## config.mk

```make
export PLATFORM = sky130hd
export DESIGN_NAME = depq_cell
export DESIGN_NICKNAME = d
export VERILOG_FILES = /design/src/rtl/depq_pkg.sv /design/src/rtl/depq_cell.sv
export SDC_FILE = /design/constraint.sdc
export NUM_CORES = 1
export LEC_CHECK = 0
export BUFFER_PORTS_ARGS = -buffer_cell sky130_fd_sc_hd__buf_2
export CAP_MARGIN = 25
export CORE_MARGIN = 1
export CORE_UTILIZATION = 35
export DETAILED_ROUTE_END_ITERATION = 7
export PLACE_DENSITY = 0.68
export SYNTH_ARGS = -nofsm -noshare
export SYNTH_HDL_FRONTEND = slang
export SYNTH_SLANG_ARGS = --single-unit
export TNS_END_PERCENT = 30
```

## constraint.sdc

```tcl
create_clock -name clk -period 4.6 [get_ports clk]
set_input_delay 0.92 -clock clk [delete_from_list [all_inputs] [get_ports clk]]
set_output_delay 0.92 -clock clk [all_outputs]
set_load 0.02 [all_outputs]
```

## src/rtl/depq_pkg.sv

```systemverilog
// Package for the double-ended priority queue.
// Holds widths, operation and status codes and the request, result and cell types.
// Depends on nothing; every rtl file refers to it by scoped names.
`timescale 1ns / 1ps

package depq_pkg;

	localparam int CAPACITY_DEF = 1024;

	localparam int OP_W     = 2;
	localparam int KEY_W    = 24;
	localparam int VAL_W    = 24;
	localparam int STATUS_W = 2;
	localparam int OCC_W    = 11;

	localparam logic [OP_W-1:0] OP_INSERT = 2'd0;
	localparam logic [OP_W-1:0] OP_POP_HI = 2'd1;
	localparam logic [OP_W-1:0] OP_POP_LO = 2'd2;

	localparam logic [STATUS_W-1:0] ST_OK    = 2'd0;
	localparam logic [STATUS_W-1:0] ST_EMPTY = 2'd1;
	localparam logic [STATUS_W-1:0] ST_FULL  = 2'd2;
	localparam logic [STATUS_W-1:0] ST_DUP   = 2'd3;

	typedef struct packed {
		logic [OP_W-1:0]  operation;
		logic [KEY_W-1:0] prio_key;
		logic [VAL_W-1:0] payload;
	} depq_req_t;

	typedef struct packed {
		logic [VAL_W-1:0]    out_value;
		logic [STATUS_W-1:0] status;
		logic [OCC_W-1:0]    occupancy;
	} depq_rsp_t;

	typedef struct packed {
		logic [KEY_W-1:0] key;
		logic [VAL_W-1:0] value;
	} depq_entry_t;

	// Broadcast to every cell in the cycle that a request is carried out.
	typedef struct packed {
		logic             ins;
		logic             shl;
		logic [KEY_W-1:0] key;
		logic [VAL_W-1:0] value;
	} depq_cmd_t;

endpackage

```

## src/rtl/depq_cell.sv

```systemverilog
// One slot of the sorted chain: holds a key/value pair and compares it with the broadcast key.
// Depends on depq_pkg for the entry and command types.
`timescale 1ns / 1ps

module depq_cell (
	input  logic                   clk,
	input  depq_pkg::depq_cmd_t    cmd,
	input  logic                   occupied,
	input  logic                   left_ge,
	input  depq_pkg::depq_entry_t  left_entry,
	input  depq_pkg::depq_entry_t  right_entry,
	output depq_pkg::depq_entry_t  entry,
	output logic                   ge,
	output logic                   eq
);

	depq_pkg::depq_entry_t entry_q;

	assign entry = entry_q;
	assign ge    = occupied && (entry_q.key >= cmd.key);
	assign eq    = occupied && (entry_q.key == cmd.key);

	// On insert the slots at and above the insertion point move up by one and the
	// first of them takes the new pair; writing unoccupied slots is harmless.
	always_ff @(posedge clk) begin
		if (cmd.ins) begin
			if (left_ge) begin
				entry_q <= left_entry;
			end else if (ge || !occupied) begin
				entry_q.key   <= cmd.key;
				entry_q.value <= cmd.value;
			end
		end else if (cmd.shl) begin
			entry_q <= right_entry;
		end
	end

endmodule

```

==> results.md, run 1 <==
- Status: finished clean
- Critical path class: in2out
- Worst Max-Slew Pin Slew: 731 ps
- Slew Limit Fails: 0
- Final Hold Viols: 0
- CP Max Fanout: 3
- Starting Density: 36.8%
- Clock Tree Root: clkbuf_8
- Unique cell type count in the Yosys netlist: 27
- Buffers on Ports: 198
- CTS Buffer Depth: 2
- Crit path max-delay family: simple AND/OR/NAND/NOR gates
- Worst setup SP type: primary input
- Crit path cell chain: buf_2 -> inv_1 -> ha_1 -> nand4_2 -> nor4_4 -> nand3_2 -> a31oi_2 -> o21a_1 -> buf_2
- Combinational fraction of design power: 30.0%
- Die Y: 95.9 um
- Post-placement setup slack: 1140 ps
- Routed wire per std cell: 13.4 um
- Int Pwr: 0.000785 W
- H-tree Lvls: 2
- Syn nets: 474
- Net Switching: 0.000343 W
- Buf/Inv on CP: 3
- Ys async rst share: 0%
- Slowest cell on crit path: nor4_4
- RR Startpoint: entry[47]
- DRC: 0
- Cells on worst reg2reg path: 7
- Setup ws final: 1170 ps
- Hold path cells: 3
- Syn Inst Count: 301
- Fill cells: 835
- Number of global-route vias before repair: 2671
- Reg power frac: 49.0%
- FF/Latch Area: 1440 sq um
- Pre-antenna DRT Iters: 4
- Largest net degree at the start of global routing: 58
- TritonCTS clock tree: done
- Clk_skew: 10.1 ps
- CP arrival: 2510 ps
- Nets@finish: 666
- Placement row count: 33
- Die Wd: 95.9 um
- Top_reg_cell synth: edfxtp_1
- Nature of the critical path endpoint: output port
- Fmax achieved: 0.291 GHz
- Clock network power share: 20.9%
- Share of the synthesized area in the top cell type: 46.7%
- DPL Wire Length: 6520 um
- Hold WC Path Type: in2reg
- Total Power: 0.00113 W
- VDD IR-drop max: 0.122 mV
- Period minus WS final: 3430 ps
- Slew Limit Headroom: 51.3%
- Routing usage on met1: 18.5%
- Final worst-path cycle share: 74.6%
- Post-CTS Resized: 0
- Fraction of the yosys area taken by sequential cells: 46.7%
- Syn avg cell area: 10.3 sq um
- HP Start: right_entry[2]
- Reg2reg setup slack: 1840 ps
- Sw frac: 30.4%
- Most used cell along the critical path: buf_2
- First-pass GRT wire length: 11800 um
- Routed WL: 8020 um
- Max FFs per register: 48
- Synth warnings: 0
- DR vias/cell: 4.84
- GR peak layer: met2
- N_diodes: 0
- Ranking of synthesized cells by area: edfxtp_1, mux2i_1, ha_1
- Area of the multi-input gates: 1470 sq um
- Met3 Use GR: 5.37%
- Clock-pin slew on the worst setup and hold paths: 90 ps
- Max Cap Viol: 0
- WHS Endpoint: entry[2]
- Syn Std Cell Area: 3090 sq um
- Worst reg2reg endpoint: entry[34]
- Met2 Usage GRT: 31.7%
- Layout area overhead: 37.9%
- Cts bufs inserted: 5
- Layout cells sized above 1: 43.4%
- RSZ-0062 raised after global routing: false
- Yosys reg bits: 48
- Yosys top cell by area: edfxtp_1
- Setup TNS: 0 ps
- CTS Sinks: 48
- GPL Wtd Cong: 0.759
- CTS Hold Bufs: 0
- Post-layout util: 50.8%
- Clk Latency, worst-skew pair: 300 ps
- Core Footprint: 8380 sq um
- Leakage power: 2.18 nW
- Pwr Density: 265 nW/um^2
- Vias: 2893
- Initial antenna violation count: 0
- Die footprint: 9190 sq um
- IO Pins: 199
- Worst path required time: 3680 ps
- GR Overflow Total: 0
- Post-CTS Setup Inserts: 0
- Antenna Nets Post-Route: 0
- EDFF count, synth: 48
- Final setup fails: 0
- Crit-path max cell delay: 350 ps
- Gr usage total: 17.0%
- DRT iter0 DRCs: 47
==> power by group through the flow <==
stage               Clock [W]  Combinational (W)  Sequential [W]
finish               0.000236           0.000339        0.000553
global route         0.000263           0.000377        0.000559
detailed placement          0           0.000344        0.000563
floorplan                   0           0.000142        0.000621
global placement            0           0.000337        0.000562
CTS                  0.000247           0.000345        0.000554
==> cells by family (layout without fill, tap and decap cells) <==
family                     count (synthesis)  in the layout  synth area share, %
buffers and inverters                     44            236                 5.68
and+or+nand+nor                           70             70                 10.3
adders and majority gates                 24             24                 9.73
muxes                                     48             48                 15.6
AOI/OAI and AO/OA                         67             67                 12.0
DFF                                       48             48                 46.7
==> cells in the final DEF, fill, tap and decap left out, drive strengths merged, types with 2 or more instances in the layout <==
| cell | instances |
|---|---|
| o21ai | 4 |
| mux2i | 48 |
| a21oi | 54 |
| nor2 | 51 |
| nand2 | 7 |
| nor4 | 2 |
| nand4 | 4 |
| a221o | 2 |
| nand3 | 4 |
| inv | 27 |
| a21o | 2 |
| buf | 202 |
| clkbuf | 6 |
| edfxtp | 48 |
| ha | 24 |
==> worst reg2reg max path, stage by stage, from the launching register on <==
cell      delay [ps]
edfxtp_1         410
ha_1             340
nand4_2          160
nor4_4           350
nand3_2          130
a31oi_2          190
o22a_2           590
buf_12           280
==> cell usage after synthesis (all sizes together), types with 2 or more instances <==
cell	count
nand2	7
ha	24
mux2i	48
edfxtp	48
clkbuf	9
a221o	2
o21ai	4
nand3	4
a21oi	54
nor2	51
inv	27
nor4	2
buf	8
nand4	4
a21o	2
==> area by class of cell <==
type,count,area share (%)
multi-input combinational,209,34.5
sequential,48,33.9
timing repair buffer,202,24.3
tap,105,3.09
inverter,27,2.38
clock buffer,6,1.71
clock inverter,1,0.118
==> how the worst max path moves through the flow <==
| stage | depth (start not counted) | from | endpoint |
|---|---|---|---|
| 2_1_floorplan | 7 | cmd[47] | entry[0] |
| 5_1_grt | 9 | cmd[47] | ge |
| 3_5_place_dp | 9 | cmd[47] | ge |
| 4_1_cts | 9 | cmd[43] | ge |
| 3_3_place_gp | 9 | cmd[47] | ge |
| 6_report | 9 | cmd[47] | ge |
==> metrics by stage <==
step                      hold WS (ps)  instance area [sq um]  std cells
after floorplan                   1150                   3090        301
after global placement            1240                   4180        591
after detailed placement          1240                   4180        591
after CTS                          926                   4260        598
after global routing               944                   4260        598
final                              938                   4260        598
==> layer usage <==
layer,up-vias,wire [um]
met3,8,688
li1,1469,-
met5,-,0
met4,0,101
met1,1291,3220
met2,125,4010
(Power assumes the default switching activity.)
==> run 2, diff against run 1 <==
- PLACE_DENSITY: 0.68 -> 0.71
- clock period: 4.6 -> 2.85 ns (I/O delays scaled with it)
==> run 2 against run 1 <==
  * Sequential share of layout area down 1.1 points
  * Hold slack worse by 350 ps
  * Via count increased by 1.0%
  * Cell count grew 1.3%
  * Clock skew fell by 3.0 ps
==> results.md, run 2 (synthesis gave the netlist of run 1 again) <==
- Status: finished clean
- Worst path required time: 2280 ps (-1400 ps)
- GR peak layer: met2
- Pre-antenna DRT Iters: 4 (unchanged)
- Max FFs per register: 48 (unchanged)
- Leakage power: 2.24 nW (+2.9%)
- GPL Wtd Cong: 0.807 (+6.4%)
- Initial antenna violation count: 0 (unchanged)
- VDD IR-drop max: 0.177 mV (+46%)
- DR vias/cell: 4.82 (-0.33%)
- Placement row count: 33 (unchanged)
- Clock network power share: 24.9% (+4.0 points)
- Worst setup SP type: flop
- Clock Tree Root: clkbuf_8
- CTS Sinks: 48 (unchanged)
- Nets@finish: 673 (+1.1%)
- Vias: 2922 (+1.0%)
- TritonCTS clock tree: done
- IO Pins: 199 (unchanged)
- Combinational fraction of design power: 29.2% (-0.8 points)
- Buffers on Ports: 198 (unchanged)
- Final setup fails: 0 (unchanged)
- FF/Latch Area: 1440 sq um (unchanged)
- GR Overflow Total: 0 (unchanged)
- Die footprint: 9190 sq um (unchanged)
- First-pass GRT wire length: 12100 um (+2.4%)
- CP Max Fanout: 2 (-1)
- Nature of the critical path endpoint: output port
- Int Pwr: 0.00138 W (+75%)
- Period minus WS final: 2780 ps
- CTS Hold Bufs: 0 (unchanged)
- Clk_skew: 7.09 ps (-3.02 ps)
- Layout area overhead: 42.3%
- CP arrival: 2210 ps (-300 ps)
- Slew Limit Fails: 0 (unchanged)
- N_diodes: 0 (unchanged)
- Met2 Usage GRT: 31.7% (unchanged)
- Starting Density: 36.8% (unchanged)
- Fill cells: 786 (-5.9%)
- Setup ws final: 74.3 ps (-1090 ps)
- Gr usage total: 17.3% (+0.23 points)
- Layout cells sized above 1: 44.7% (+1.3 points)
- Most common cell after layout, fill and taps aside: buf_2
- Fmax achieved: 0.360 GHz
- Routing usage on met1: 19.4% (+0.89 points)
- Routed wire per std cell: 13.3 um (-0.99%)
- Final worst-path cycle share: 97.4%
- Clk Latency, worst-skew pair: 290 ps (about the same)
- Largest net degree at the start of global routing: 50 (-14%)
- Hold WC Path Type: in2reg
- Core Footprint: 8380 sq um (unchanged)
- Area of the multi-input gates: 1510 sq um (+2.5%)
- Net Switching: 0.000571 W (+66%)
- Clock-pin slew on the worst setup and hold paths: 90 ps (about the same)
- Post-placement setup slack: 47.5 ps (-1100 ps)
- Number of global-route vias before repair: 2727 (+2.1%)
- Max Cap Viol: 0 (unchanged)
- Antenna Nets Post-Route: 0 (unchanged)
- H-tree Lvls: 2 (unchanged)
- DPL Wire Length: 6620 um (+1.6%)
- Sw frac: 29.4% (-1.1 points)
- Die Y: 95.9 um (unchanged)
- CTS Buffer Depth: 2 (unchanged)
- Cts bufs inserted: 5 (unchanged)
- Most frequent cells in the layout: buf_2, a21oi_1, nor2_1, mux2i_1, edfxtp_1
- Met3 Use GR: 4.74% (-0.63 points)
- Die Wd: 95.9 um (unchanged)
- DRC: 0 (unchanged)
- Pwr Density: 443 nW/um^2 (+67%)
- Slew Limit Headroom: 68.5% (+17 points)
- Worst Max-Slew Pin Slew: 472 ps (-259 ps)
- DRT iter0 DRCs: 52 (+11%)
- Routed WL: 8040 um (+0.34%)
- Critical path class: reg2out
- Final Hold Viols: 0 (unchanged)
- WHS: 591 ps (-347 ps)
- Reg power frac: 45.9% (-3.1 points)
## run 2: changes by cell type in the layout (fill, tap and decap cells not counted), sizes merged
cell | previous run | this run
buf | 202 | 209
bufinv | 0 | 1
## run 2: final cells by class
class / instances / area share [%]
multi-input combinational: 209 / 34.3
sequential: 48 / 32.8
timing repair buffer: 209 / 25.1
tap: 105 / 2.99
inverter: 27 / 2.31
clock buffer: 6 / 1.65
clock inverter: 2 / 0.798
## run 2: per-layer routing
layer	wire [um]	share of wire [%]
met1	3250	40
met2	4020	50
met3	665	8.3
met4	103	1.3
met5	0	0
## run 2: worst paths after layout
check	startpoint	to	slack, ps	depth (start not counted)
worst max-delay path	entry[45]	ge	70	7
worst max register to register	entry[45]	entry[12]	500	7
worst min register to register	entry[47]	entry[34]	1160	5
worst min-delay path	right_entry[19]	entry[19]	590	3
## run 2: worst max-delay path, stage by stage, from the launching register on
cell and delay [ps]:
edfxtp_1 440, ha_4 300, nand4_2 150, nor4_4 350
nand3_2 180, a31oi_4 190, o21a_1 160, buf_4 140
## run 2: repair_timing
action / in CTS / in global routing
gates resized for setup: 0 / 6
hold endpoints to repair: 0 / 0
buffers inserted: 0 / 2
endpoints found under the setup margin: 0 / 2
## run 2: stage by stage
stage	setup TNS (ps)	area, sq um	total power [W]	std cells	utilization (%)
CTS	0	4340	0.00196	604	51.7
floorplan	0	3090	0.00123	301	-
finish	0	4390	0.00195	606	52.4
global placement	0	4230	0.00146	596	50.4
detailed placement	0	4230	0.00147	596	50.4
global route	-34.6	4390	0.00207	606	52.4
## run 2: power by group through the flow
| stage | Combinational, W | Clock, W | Sequential, W |
|---|---|---|---|
| final | 0.000568 | 0.000485 | 0.000894 |
| after global routing | 0.000632 | 0.000534 | 0.000901 |
| after CTS | 0.000565 | 0.000502 | 0.000894 |
| after detailed placement | 0.000563 | 0 | 0.000911 |
| after global placement | 0.000553 | 0 | 0.000907 |
| after floorplan | 0.000229 | 0 | 0.00100 |
==> run 3, diff against run 2 <==
--- a/config.mk
+++ b/config.mk
@@ -9,6 +9,8 @@
 export CAP_MARGIN = 25
+export CELL_PAD_IN_SITES_DETAIL_PLACEMENT = 1
+export CELL_PAD_IN_SITES_GLOBAL_PLACEMENT = 1
 export CORE_MARGIN = 1
-export CORE_UTILIZATION = 35
+export CORE_UTILIZATION = 27
 export DETAILED_ROUTE_END_ITERATION = 7
-export PLACE_DENSITY = 0.71
+export PLACE_DENSITY_LB_ADDON = 0.1
 export SYNTH_ARGS = -nofsm -noshare
==> constraint.sdc (replaced) <==
create_clock -name clk -period 2.85 [get_ports clk]
set_input_delay 0.285 -clock clk [delete_from_list [all_inputs] [get_ports clk]]
set_output_delay 0.285 -clock clk [all_outputs]
set_load 0.02 [all_outputs]
==> run 3 against run 2 <==
  * Clock skew shrank 2.8 ps
  * Count of clock-buffer cells in the layout is the same
  * Clock power grew 16%
  * Sequential share of layout area grew 0.10 points
  * Largest cell class unchanged
  * Sequential power is essentially flat
  * Highest routed layer is now met5
  * Hold slack lost 270 ps
  * Register-to-register slack is essentially flat
  * Combinational power shrank 2%
==> results.md, run 3 (synthesis gave the netlist of run 1 again) <==
- Status: finished clean
- Slew Limit Fails: 0 (unchanged)
- Most common cell after layout, fill and taps aside: buf_2
- Clk Latency, worst-skew pair: 280 ps (about the same)
- N_diodes: 0 (unchanged)
- Setup TNS: 0 ps (unchanged)
- Pwr Density: 459 nW/um^2 (+3.6%)
- Buffers on Ports: 198 (unchanged)
- Initial antenna violation count: 1 (+1)
- Cts bufs inserted: 5 (unchanged)
- CP arrival: 2180 ps (-30 ps)
- GPL Wtd Cong: 0.707 (-12%)
- Largest net degree at the start of global routing: 72 (+44%)
- DRT iter0 DRCs: 71 (+37%)
- Core Footprint: 11000 sq um (+31%)
- Starting Density: 28.1% (-8.7 points)
- Routed WL: 9140 um (+14%)
- Clk_skew: 4.25 ps (-2.84 ps)
- Pre-antenna DRT Iters: 4 (unchanged)
- Layout cells sized above 1: 43.5% (-1.2 points)
- VDD IR-drop max: 0.239 mV (+35%)
- Layout area overhead: 41.9%
- Leakage power: 2.21 nW (-1.2%)
- Antenna Nets Post-Route: 0 (unchanged)
- Clock Tree Root: clkbuf_16
- Cells on worst reg2reg path: 7 (unchanged)
- DPL Wire Length: 7530 um (+14%)
- CTS Buffer Depth: 2 (unchanged)
- Period minus WS final: 2460 ps (-313 ps)
- CP Max Fanout: 3 (+1)
- Vias: 2868 (-1.8%)
- RSZ-0062 raised after global routing: false
- Nets@finish: 667 (-0.89%)
- Critical path class: reg2out
- DRC: 0 (unchanged)
- Gr usage total: 15.3% (-1.9 points)
- Routed wire per std cell: 14.4 um (+8.6%)
- Worst setup SP type: flop
- Fmax achieved: 0.406 GHz (+13%)
- CTS Hold Bufs: 0 (unchanged)
- Hold WC Path Type: in2reg
- Nature of the critical path endpoint: output port
- Worst path required time: 2570 ps (+290 ps)
- Max Cap Viol: 0 (unchanged)
- Die Y: 109 um (+14%)
- Post-CTS Setup Inserts: 0 (unchanged)
- H-tree Lvls: 2 (unchanged)
- Slew Limit Headroom: 56.0% (-12 points)
- Clock-pin slew on the worst setup and hold paths: 60 ps (-30 ps)
- Post-CTS Resized: 0 (unchanged)
- Final Hold Viols: 0 (unchanged)
- Max FFs per register: 48 (unchanged)
- CTS Sinks: 48 (unchanged)
- Die Wd: 109 um (+14%)
- GR Overflow Total: 0 (unchanged)
- Placement row count: 38 (+15%)
- IO Pins: 199 (unchanged)
- Worst Max-Slew Pin Slew: 659 ps (+187 ps)
- Die footprint: 11900 sq um (+29%)
- Hold path cells: 3 (unchanged)
- Final setup fails: 0 (unchanged)
- DR vias/cell: 4.52 (-6.2%)
- Setup ws final: 388 ps (+313 ps)
- Post-placement setup slack: 415 ps (+368 ps)
- Most frequent cells in the layout: buf_2, a21oi_1, nor2_1, mux2i_1, edfxtp_1
- Number of global-route vias before repair: 2824 (+3.6%)
- Fill cells: 1346 (+71%)
- TritonCTS clock tree: done
- First-pass GRT wire length: 13800 um (+14%)
- Final worst-path cycle share: 86.4% (-11 points)
-- run 3: stage by stage --
| step | hold slack, ps | instances | area, sq um | power (W) | utilization, % |
|---|---|---|---|---|---|
| floorplan | 511 | 301 | 3090 | 0.00123 | - |
| global placement | 607 | 627 | 4240 | 0.00147 | 38.6 |
| detailed placement | 613 | 627 | 4240 | 0.00148 | 38.6 |
| CTS | 318 | 634 | 4380 | 0.00205 | 39.9 |
| global route | 313 | 634 | 4380 | 0.00213 | 39.9 |
| finish | 321 | 634 | 4380 | 0.00201 | 39.9 |
-- run 3: cell type report --
class / instances / area [sq um] / share of cell area [%]
Clock inverter: 1 / 5.00 / 0.114
Tap cell: 140 / 175 / 4.00
Inverter: 27 / 101 / 2.31
Timing Repair Buffer: 203 / 1060 / 24.1
Multi-Input combinational cell: 209 / 1470 / 33.6
Clock buffer: 6 / 129 / 2.94
Sequential cell: 48 / 1440 / 32.9
-- run 3: worst paths after layout --
kind,endpoint,slack [ps],start
min reg2reg,entry[47],1200,entry[47]
max reg2reg,entry[25],490,entry[47]
min,entry[31],320,right_entry[31]
max,ge,390,entry[47]
-- run 3: metal layers --
| metal | global-route usage, % | up-vias | routed length [um] |
|---|---|---|---|
| li1 | - | 1467 | - |
| met1 | 17.2 | 1273 | 3630 |
| met2 | 27.0 | 120 | 4480 |
| met3 | 6.46 | 6 | 960 |
| met4 | 2.90 | 2 | 56 |
| met5 | 0 | - | 10 |
-- run 3: power by group --
group          total (W)  internal (W)  switching [W]
combinational   0.000556      0.000235       0.000321
sequential      0.000894      0.000868      0.0000259
clock           0.000561      0.000319       0.000241
total            0.00201       0.00142       0.000588
-- run 3: critical path: stages (launching register included) --
cell and delay (ps):
edfxtp_1 390, ha_1 340, nand4_2 160, nor4_4 360, nand3_2 140, a31oi_2 190
o21a_1 150, buf_2 160
